<file path="config.mk">
export PLATFORM = sky130hd
export DESIGN_NAME = dual_channel_frame_serializer_flat
export DESIGN_NICKNAME = d
export VERILOG_FILES = /design/src/rtl/core/dcfs_pkg.sv /design/src/rtl/core/dcfs_stream_if.sv /design/src/rtl/core/dcfs_frame_gen.sv /design/src/rtl/core/dcfs_out_buf.sv /design/src/rtl/core/dual_channel_frame_serializer.sv /design/src/flat_wrapper.sv
export SDC_FILE = /design/constraint.sdc
export NUM_CORES = 1
export LEC_CHECK = 0
export BUFFER_PORTS_ARGS = -buffer_cell sky130_fd_sc_hd__buf_2
export CAP_MARGIN = 20
export CORE_AREA = 2 2 39 41
export DETAILED_ROUTE_END_ITERATION = 7
export DIE_AREA = 0 0 41 43
export GPL_ROUTABILITY_DRIVEN = 0
export SLEW_MARGIN = 20
export SYNTH_ARGS = -nofsm -noshare
export SYNTH_HDL_FRONTEND = slang
export SYNTH_SLANG_ARGS = --single-unit
</file>
<file path="constraint.sdc">
create_clock -name clk -period 3.79 [get_ports clk]
set_input_delay 0.5685 -clock clk [delete_from_list [all_inputs] [get_ports clk]]
set_output_delay 0.5685 -clock clk [all_outputs]
set_load 0.005 [all_outputs]
</file>
<file path="src/rtl/core/dcfs_pkg.sv">
// Shared types, constants and the word packing function of the frame serializer.
package dcfs_pkg;

    localparam int unsigned WORD_W    = 14;
    localparam int unsigned TICK_W    = 6;
    localparam int unsigned ROW_W     = 6;
    localparam int unsigned PHASE_W   = 5;

    localparam logic [TICK_W-1:0] LAST_TICK       = 6'd31;
    localparam logic [TICK_W-1:0] LAST_CLOCK_TICK = 6'd25;
    localparam logic [TICK_W-1:0] HT_TICK_FIRST   = 6'd28;
    localparam logic [TICK_W-1:0] HT_TICK_SECOND  = 6'd30;
    localparam logic [TICK_W-1:0] LAST_VA_TICK    = 6'd2;
    localparam logic [TICK_W-1:0] WORD_TOP_BIT    = 6'd13;

    typedef enum logic
    {
        KIND_TICK = 1'b0,
        KIND_SEND = 1'b1
    } kind_t;

    typedef struct packed
    {
        kind_t              kind;
        logic [ROW_W-1:0]   row;
        logic               strobe_select;
        logic               mem_bit_a;
        logic [PHASE_W-1:0] phase_a;
        logic               mem_bit_b;
        logic [PHASE_W-1:0] phase_b;
    } req_item_t;

    typedef struct packed
    {
        logic va_line;
        logic data_a_line;
        logic data_b_line;
        logic clock_line;
        logic ht_line;
        logic frame_busy;
    } res_item_t;

    typedef struct packed
    {
        logic      valid;
        res_item_t item;
    } res_push_t;

    // Bit 0 is even parity over the upper bits, bit 6 stays zero.
    function automatic logic [WORD_W-1:0] pack_word(
        input logic [ROW_W-1:0]   row,
        input logic               mem,
        input logic [PHASE_W-1:0] phase
    );
        logic [WORD_W-1:0] w;
        begin
            w = {row, mem, 1'b0, phase, 1'b0};
            w[0] = ^w[WORD_W-1:1];
            return w;
        end
    endfunction

endpackage

</file>
<file path="src/rtl/core/dcfs_stream_if.sv">
// Valid/ready request channel interface with a typed payload.
interface dcfs_stream_if #(
    parameter type payload_t = logic
);
    logic     valid;
    logic     ready;
    payload_t data;

    modport source (output valid, output data, input ready);
    modport sink (input valid, input data, output ready);
endinterface

</file>
<file path="src/rtl/core/dcfs_frame_gen.sv">
// Frame state and per-tick line level decode.
module dcfs_frame_gen (
    input  logic               clk,
    input  logic               rst_n,
    input  logic               accept,
    input  dcfs_pkg::req_item_t req,
    output dcfs_pkg::res_push_t push
);
    import dcfs_pkg::*;

    logic                armed_reg, armed_next;
    logic [TICK_W-1:0]   tick_reg, tick_next;
    logic [WORD_W-1:0]   word_a_reg, word_a_next;
    logic [WORD_W-1:0]   word_b_reg, word_b_next;
    logic                strobe_sel_reg, strobe_sel_next;

    logic                in_frame;
    logic [3:0]          idx_a;
    logic [3:0]          idx_b;
    res_item_t           levels;

    always_comb
    begin
        in_frame = armed_reg && (tick_reg <= LAST_TICK);
        idx_a    = 4'(WORD_TOP_BIT[3:0] - tick_reg[3:0]);
        idx_b    = 4'(WORD_TOP_BIT[3:0] - tick_reg[3:0]);
        levels   = '0;
        if (in_frame)
        begin
            levels.va_line     = (tick_reg <= LAST_VA_TICK);
            // Word A is held low at tick 0, as word A has no bit 14; tick t sends bit 14-t.
            levels.data_a_line = (tick_reg >= 6'd1) && (tick_reg <= WORD_TOP_BIT + 6'd1)
                                 && word_a_reg[4'(idx_a + 4'd1)];
            levels.data_b_line = (tick_reg <= WORD_TOP_BIT) && word_b_reg[idx_b];
            levels.clock_line  = !(tick_reg[0] && (tick_reg <= LAST_CLOCK_TICK));
            levels.ht_line     = (tick_reg == HT_TICK_FIRST)
                                 || ((tick_reg == HT_TICK_SECOND) && strobe_sel_reg);
            levels.frame_busy  = 1'b1;
        end
        push.valid = accept && (req.kind == KIND_TICK);
        push.item  = levels;
    end

    always_comb
    begin
        armed_next      = armed_reg;
        tick_next       = tick_reg;
        word_a_next     = word_a_reg;
        word_b_next     = word_b_reg;
        strobe_sel_next = strobe_sel_reg;
        if (accept)
        begin
            if (req.kind == KIND_SEND)
            begin
                word_a_next     = pack_word(req.row, req.mem_bit_a, req.phase_a);
                word_b_next     = pack_word(req.row, req.mem_bit_b, req.phase_b);
                strobe_sel_next = req.strobe_select;
                armed_next      = 1'b1;
            end
            else if (in_frame)
            begin
                tick_next = tick_reg + 6'd1;
            end
            else
            begin
                tick_next  = '0;
                armed_next = 1'b0;
            end
        end
    end

    always_ff @(posedge clk or negedge rst_n)
    begin
        if (!rst_n)
        begin
            armed_reg      <= 1'b0;
            tick_reg       <= '0;
            word_a_reg     <= '0;
            word_b_reg     <= '0;
            strobe_sel_reg <= 1'b0;
        end
        else
        begin
            armed_reg      <= armed_next;
            tick_reg       <= tick_next;
            word_a_reg     <= word_a_next;
            word_b_reg     <= word_b_next;
            strobe_sel_reg <= strobe_sel_next;
        end
    end

endmodule

</file>
<file path="src/rtl/core/dcfs_out_buf.sv">
// Two-entry result buffer that decouples the request side from output stalls.
module dcfs_out_buf (
    input  logic                clk,
    input  logic                rst_n,
    input  dcfs_pkg::res_push_t push,
    output logic                can_push,
    output logic                res_valid,
    input  logic                res_ready,
    output dcfs_pkg::res_item_t res_item
);
    import dcfs_pkg::*;

    res_item_t  entry_reg [2];
    logic       wr_ptr_reg, wr_ptr_next;
    logic       rd_ptr_reg, rd_ptr_next;
    logic [1:0] count_reg, count_next;
    logic       pop;

    always_comb
    begin
        can_push    = (count_reg != 2'd2);
        res_valid   = (count_reg != 2'd0);
        res_item    = entry_reg[rd_ptr_reg];
        pop         = res_valid && res_ready;
        wr_ptr_next = wr_ptr_reg ^ push.valid;
        rd_ptr_next = rd_ptr_reg ^ pop;
        count_next  = count_reg + {1'b0, push.valid} - {1'b0, pop};
    end

    always_ff @(posedge clk)
    begin
        if (push.valid)
        begin
            entry_reg[wr_ptr_reg] <= push.item;
        end
    end

    always_ff @(posedge clk or negedge rst_n)
    begin
        if (!rst_n)
        begin
            wr_ptr_reg <= 1'b0;
            rd_ptr_reg <= 1'b0;
            count_reg  <= '0;
        end
        else
        begin
            wr_ptr_reg <= wr_ptr_next;
            rd_ptr_reg <= rd_ptr_next;
            count_reg  <= count_next;
        end
    end

endmodule

</file>
<file path="src/rtl/core/dual_channel_frame_serializer.sv">
// Top level of the dual-channel frame serializer.
// The req_ch channel takes two kinds of request: a send request, which packs
// the two data words, stores the strobe select and arms the frame, and a
// tick, which steps the frame by one tick. A send request gives no result.
// Each tick gives one result on res_ch: the levels of the VA marker, both
// data lines, the bit clock, the HT strobe and a frame busy flag.
// A send during a frame replaces the words but keeps the tick count.
// After tick 31, or when no frame is armed, a tick gives all lines low and
// disarms the frame.
// One request is accepted per cycle while req_ch.ready is high. A tick result
// is registered in a two-entry result buffer and leaves it on res_ch.
// When the receiver stalls, the buffer fills and req_ch.ready drops only once
// both entries hold results; no result is lost or repeated.
// Reset disarms the frame, clears the tick count and the words, and empties
// the result buffer.
module dual_channel_frame_serializer (
    input logic        clk,
    input logic        rst_n,
    dcfs_stream_if.sink   req_ch,
    dcfs_stream_if.source res_ch
);
    import dcfs_pkg::*;

    logic      accept;
    logic      can_push;
    res_push_t push;
    req_item_t req;
    res_item_t res_item;

    assign req          = req_ch.data;
    assign req_ch.ready = can_push;
    assign accept       = req_ch.valid && can_push;
    assign res_ch.data  = res_item;

    dcfs_frame_gen u_frame_gen (
        .clk    (clk),
        .rst_n  (rst_n),
        .accept (accept),
        .req    (req),
        .push   (push)
    );

    dcfs_out_buf u_out_buf (
        .clk       (clk),
        .rst_n     (rst_n),
        .push      (push),
        .can_push  (can_push),
        .res_valid (res_ch.valid),
        .res_ready (res_ch.ready),
        .res_item  (res_item)
    );

endmodule
</file>
<file path="src/flat_wrapper.sv">
// flat-port wrapper written by rule: the top's interface ports become plain ports
module dual_channel_frame_serializer_flat import dcfs_pkg::*;
  (clk, rst_n, req_ch_valid, req_ch_data, req_ch_ready, res_ch_valid, res_ch_data, res_ch_ready);
  dcfs_stream_if req_ch_i ();
  dcfs_stream_if res_ch_i ();
  input logic clk;
  input logic rst_n;
  input wire logic [$bits(req_ch_i.valid)-1:0] req_ch_valid;
  input wire logic [$bits(req_ch_i.data)-1:0] req_ch_data;
  output wire logic [$bits(req_ch_i.ready)-1:0] req_ch_ready;
  output wire logic [$bits(res_ch_i.valid)-1:0] res_ch_valid;
  output wire logic [$bits(res_ch_i.data)-1:0] res_ch_data;
  input wire logic [$bits(res_ch_i.ready)-1:0] res_ch_ready;
  assign req_ch_i.valid = req_ch_valid;
  assign req_ch_i.data = req_ch_data;
  assign req_ch_ready = req_ch_i.ready;
  assign res_ch_valid = res_ch_i.valid;
  assign res_ch_data = res_ch_i.data;
  assign res_ch_i.ready = res_ch_ready;
  dual_channel_frame_serializer u_core (.clk(clk), .rst_n(rst_n), .req_ch(req_ch_i), .res_ch(res_ch_i));
endmodule
</file>
**Word level (Yosys, flattened, before mapping)**

Cells that the tools add are included.

- Bits in registers: 2
- Input port bits: 5
- Output and inout bits: 3
- Word-level logic and storage cells: 7

- Add/subtract/negate cells: 2
- Eq/ne operators: 1
- Reductions and logical operators: 3

Operators by type and width:

| cell | count |
|---|---|
| $add A2 B1 Y2 | 1 |
| $logic_and A1 B1 Y1 | 2 |
| $ne A2 B2 Y1 const B | 1 |
| $reduce_bool A2 Y1 | 1 |
| $sub A2 B1 Y2 | 1 |

**Logic depth before layout (Yosys ltp)**

- Word-level depth: 4
- Mapped depth: 7
- Depth with buffers taken out: 7

**Cells and area by module**

Synthesis repeated with hierarchy kept, for this count alone.

- Cells, all modules: 191
- Area, all modules: 2396.0 µm²

By module, submodules not included:

| module | times used | cells an instance | area each (µm²) | sequential area each (µm²) |
|---|---|---|---|---|
| dcfs_frame_gen | 1 | 152 | 1714.1 | 700.7 |
| dcfs_out_buf | 1 | 37 | 671.9 | 460.4 |
| dual_channel_frame_serializer | 1 | 2 | 10.0 | 0.0 |

**Least setup slack after synthesis**

OpenSTA, ideal clock, no wires.

- Kind: register -> register
- Start: register u_core.u_out_buf.count_reg[1]
- End: register u_core.u_out_buf.count_reg[1]
- Arrival time: 1508 ps
- Data required time: 3667 ps
- Setup slack: 2159 ps
- Stages on the path, launching flop included: 8
- Path buffers: 0
- Path through: dfrtp_1 > or2_4 > and2_4 > ha_1 > inv_1 > ha_1 > xnor2_1 > xnor2_1

RTL lines:

| what | RTL line | text |
|---|---|---|
| start: declaration | dcfs_out_buf.sv:16 | `logic [1:0] count_reg, count_next;` |
| start signal: assignment | dcfs_out_buf.sv:50 | `count_reg <= count_next;` |
| $reduce_bool A2 Y1 | dcfs_out_buf.sv:22 | `res_valid = (count_reg != 2'd0);` |
| via res_ch_valid | flat_wrapper.sv:11 | `output wire logic [$bits(res_ch_i.valid)-1:0] res_ch_valid;` |
| $logic_and A1 B1 Y1 | dcfs_out_buf.sv:24 | `pop = res_valid && res_ready;` |
| $sub A2 B1 Y2 | dcfs_out_buf.sv:27 | `count_next = count_reg + {1'b0, push.valid} - {1'b0, pop};` |
| via u_core.u_out_buf.count_next[1] | dcfs_out_buf.sv:16 |  |

The timed path passes the listed nets, and every way through them passes these cells.

**Worst setup path in the final report**

- Start: register u_core.u_out_buf.count_reg[1]
- End: register u_core.u_out_buf.count_reg[1]

- Word-level cells in the longest chain between the ends: 4

RTL lines:

| what | RTL line | text |
|---|---|---|
| $ne A2 B2 Y1 | dcfs_out_buf.sv:21 | `can_push = (count_reg != 2'd2);` |
| $logic_and A1 B1 Y1 | dual_channel_frame_serializer.sv:32 | `assign accept = req_ch.valid && can_push;` |
| $add A2 B1 Y2 | dcfs_out_buf.sv:27 |  |
| $sub A2 B1 Y2 * | dcfs_out_buf.sv:27 |  |
| via u_core.u_out_buf.count_next[1] | dcfs_out_buf.sv:16 |  |

The timed path passes the listed nets; every way through them passes the cells marked *.

==> flow_results.org <==
** Run status
- Result of the run :: completed

** Detailed routing
- Number of nets with antenna violations after routing :: 0
- Routed wire length per instance :: 6.44 um
- After detailed routing, the number of vias per cell comes to 2.69.
- Drt first pass iters :: 2
- First-iteration detailed-routing DRC count :: 1
- Total vias in the final route :: 97
- Remaining routing DRC violations :: 0
- The routed design has 232 um of wire.

** GRT
- GRT Util Overall :: 4.42%
- After global routing the overflow that remains totals 0.
- The initial antenna violation count came to 0.
- First-pass GRT wire length :: 427 um
- The number of global-route vias before repair is 113.
- Maximum number of pins on one net before global-route repair :: 4

** Power
- Part of the power in combinational logic :: 46.0%
- Net switching is 30.6% of the power.
- Cell Int Power :: 0.116 mW
- The worst-case IR drop observed on VDD is 0.000226 V.
- In this run the power spent charging and discharging nets is 0.0510 mW.
- Power per cell area :: 855 nW/um2
- The share of total power dissipated in sequential elements is 25.7%.
- The analysis attributes to cell leakage a power of 0.0965 nW.
- The design draws 0.167 mW.
- Part of the total power dissipated in the clock network :: 28.4%

** STA
- RSZ-0062 raised after global routing :: no
- Derived from the worst setup path, the maximum achievable clock frequency is 0.595 GHz.
- Share of the clock period used by the worst path after layout :: 44.4%
- Clock skew on the completed layout was measured at 0.0000469 ns.
- Aggregate negative setup slack :: 0 ns
- Final setup violation count :: 0
- The count of final max-slew check failures is 0.
- Final hold violation count :: 0
- Shortest period the worst path allows :: 1.68 ns
- Min Hold Slack :: 0.123 ns

** Floorplanning
- Core box area :: 1380 um2
- The die covers 1760 um2.
- Once the floorplan was initialized, standard cells occupied 9.76% of the core.
- Number of standard-cell rows in the floorplan :: 14
- Count of pins on the block boundary :: 8
- Chip width :: 41 um
- In this run the vertical extent of the chip is 43 um.

** Job
- Max Cap Violations :: 0

** Worst setup path
- Signal arrival time at the worst endpoint :: 1.82 ns
- The kind of cell with the highest combined delay along the critical path is adder cells.
- The signal on the critical path passes through or2_4 > and2_4 > ha_1 > inv_1 > ha_1 > xnor2_1 > xnor2_1.
- STA puts the critical path data required time at 3.93 ns.
- Critical path's slowest cell :: sky130_fd_sc_hd__dfrtp_1
- Longest individual stage delay on the worst path :: 0.39 ns
- Kind of launch point of the worst setup path :: register
- Combined buffer and inverter count along the critical path :: 1
- Critical path capture point type :: register
- Start-to-end type of the worst setup path :: reg2reg
- Maximum fanout along the worst path :: 3

** Synthesis
- Post-Syn Area :: 135 um2
- Sequential elements use 37.0% of the synthesized area.
- Post-synthesis share of cell area spent on and, or, nand and nor gates :: 20.4%
- Arithmetic-cell share of the synthesized area counting full adders, half adders and majority gates :: 18.5%
- Xor/xnor share of the synthesized area :: 13.0%
- Proportion of synthesized area in mux cells :: 0%
- When the netlist entered floorplanning its net count stood at 20.
- In this run the mean area of a mapped cell was 10.4 um2.
- Synthesis warning total :: 0
- After synthesis, the largest family of logic cells by area is simple AND/OR/NAND/NOR gates.
- Flop and latch count out of synthesis :: 2
- Gate count of the mapped netlist :: 13
- After synthesis, the netlist uses 10 different library cells.
- The synthesized netlist devotes 0% of its cell area to compound gates.

** CTS
- Resized Gates After CTS :: 0
- H-tree depth :: 1
- Clock sink count :: 2
- The number of setup buffers added after CTS is 0.
- TritonCTS built the clock tree.
- In this run the deepest clock path goes through 2 buffers.
- Clock transition at path regs :: 0.03 ns
- Clock latency on the worst-skew pair, taken at its later pin, is 0.22 ns.
- Clock tree root buffer cell :: sky130_fd_sc_hd__clkbuf_4
- Cts bufs inserted :: 3
- Total of hold buffers inserted after clock tree synthesis :: 0

** Placed design
- The count of buffers added on input and output ports is 5.
- Placed cell area :: 173 um2

** Hold path
- Class of the most critical hold timing path :: in2async

** Cells and area
- After the last flow step, the layout net total stands at 29.
- The library cell used most frequently in the layout, excluding fill and tap cells, is sky130_fd_sc_hd__buf_2.
- After filler insertion, the fill cell instance count of the layout stands at 154.
- Relative area change from synthesis to final layout :: 44.4%
- Diode count :: 0
- The post-route netlist has 50.0% of its cells at a drive strength greater than 1.
- Most frequent cells in the layout :: sky130_fd_sc_hd__buf_2, sky130_fd_sc_hd__clkbuf_4, sky130_fd_sc_hd__xnor2_1, sky130_fd_sc_hd__ha_1, sky130_fd_sc_hd__dfrtp_1
- The finished cells cover 195 um2.
- Fraction of the core area covered by cells at the end of the flow :: 14.1%
- Max FFs per register :: 2
==> worst paths after layout <==
| check | to | cells past startpoint | slack [ns] | start |
|---|---|---|---|---|
| max in group asynchronous | u_core.u_out_buf.count_reg[0] | 1 | 3.57 | rst_n |
| worst max register to register | u_core.u_out_buf.count_reg[1] | 7 | 2.11 | u_core.u_out_buf.count_reg[1] |
| worst min-delay path | u_core.u_out_buf.count_reg[1] | 1 | 0.12 | rst_n |
| worst min register to register | u_core.u_out_buf.count_reg[0] | 1 | 0.51 | u_core.u_out_buf.count_reg[0] |
| worst max-delay path | u_core.u_out_buf.count_reg[1] | 7 | 2.11 | u_core.u_out_buf.count_reg[1] |
| min in group clk | u_core.u_out_buf.count_reg[0] | 1 | 0.51 | u_core.u_out_buf.count_reg[0] |
==> layer usage <==
| metal | share of wire [%] | GRT usage (%) | vias to the layer above |
|---|---|---|---|
| met5 | 0 | 0 | - |
| met4 | 0 | 4.00 | 0 |
| met3 | 16 | 6.28 | 0 |
| met2 | 31 | 4.38 | 7 |
| met1 | 53 | 3.87 | 39 |
| li1 | - | - | 51 |
==> power groups by stage <==
stage / registers [mW] / logic [mW] / clock network [mW]
6_report: 0.0428 / 0.0767 / 0.0473
5_1_grt: 0.0454 / 0.0947 / 0.0540
4_1_cts: 0.0429 / 0.0794 / 0.0506
3_5_place_dp: 0.0432 / 0.0783 / 0
3_3_place_gp: 0.0426 / 0.0766 / 0
2_1_floorplan: 0.0417 / 0.0598 / 0
==> synth_stat cells, drive strengths merged <==
| cell | n | area, um2 |
|---|---|---|
| inv | 1 | 3.75 |
| nand2b | 1 | 6.26 |
| nand2 | 1 | 3.75 |
| ha | 2 | 25.0 |
| or2 | 1 | 8.76 |
| and2 | 1 | 8.76 |
| dfrtp | 2 | 50.1 |
| conb | 1 | 3.75 |
| buf | 1 | 7.51 |
| xnor2 | 2 | 17.5 |
==> per-stage QoR <==
| step | setup slack [ns] | cells |
|---|---|---|
| after global routing | 1.96 | 36 |
| after floorplan | 2.16 | 13 |
| after CTS | 2.09 | 36 |
| after detailed placement | 2.11 | 33 |
| after global placement | 2.13 | 33 |
| final | 2.11 | 36 |
==> cells by family after synthesis <==
logic type,count (synthesis)
xor gates and xnor gates,2
adders and majority gates,2
buffers and inverters,2
DFF,2
other,1
and+or+nand+nor,4
==> cell type report <==
type / count / area (um2) / area share (%)
sequential: 2 / 50.0 / 25.6
timing repair buffer: 5 / 25.0 / 12.8
multi-input combinational: 9 / 73.8 / 37.8
tap: 16 / 20.0 / 10.3
inverter: 1 / 3.75 / 1.92
clock buffer: 3 / 22.5 / 11.5
Note: power is estimated with default switching activity, not from simulation.
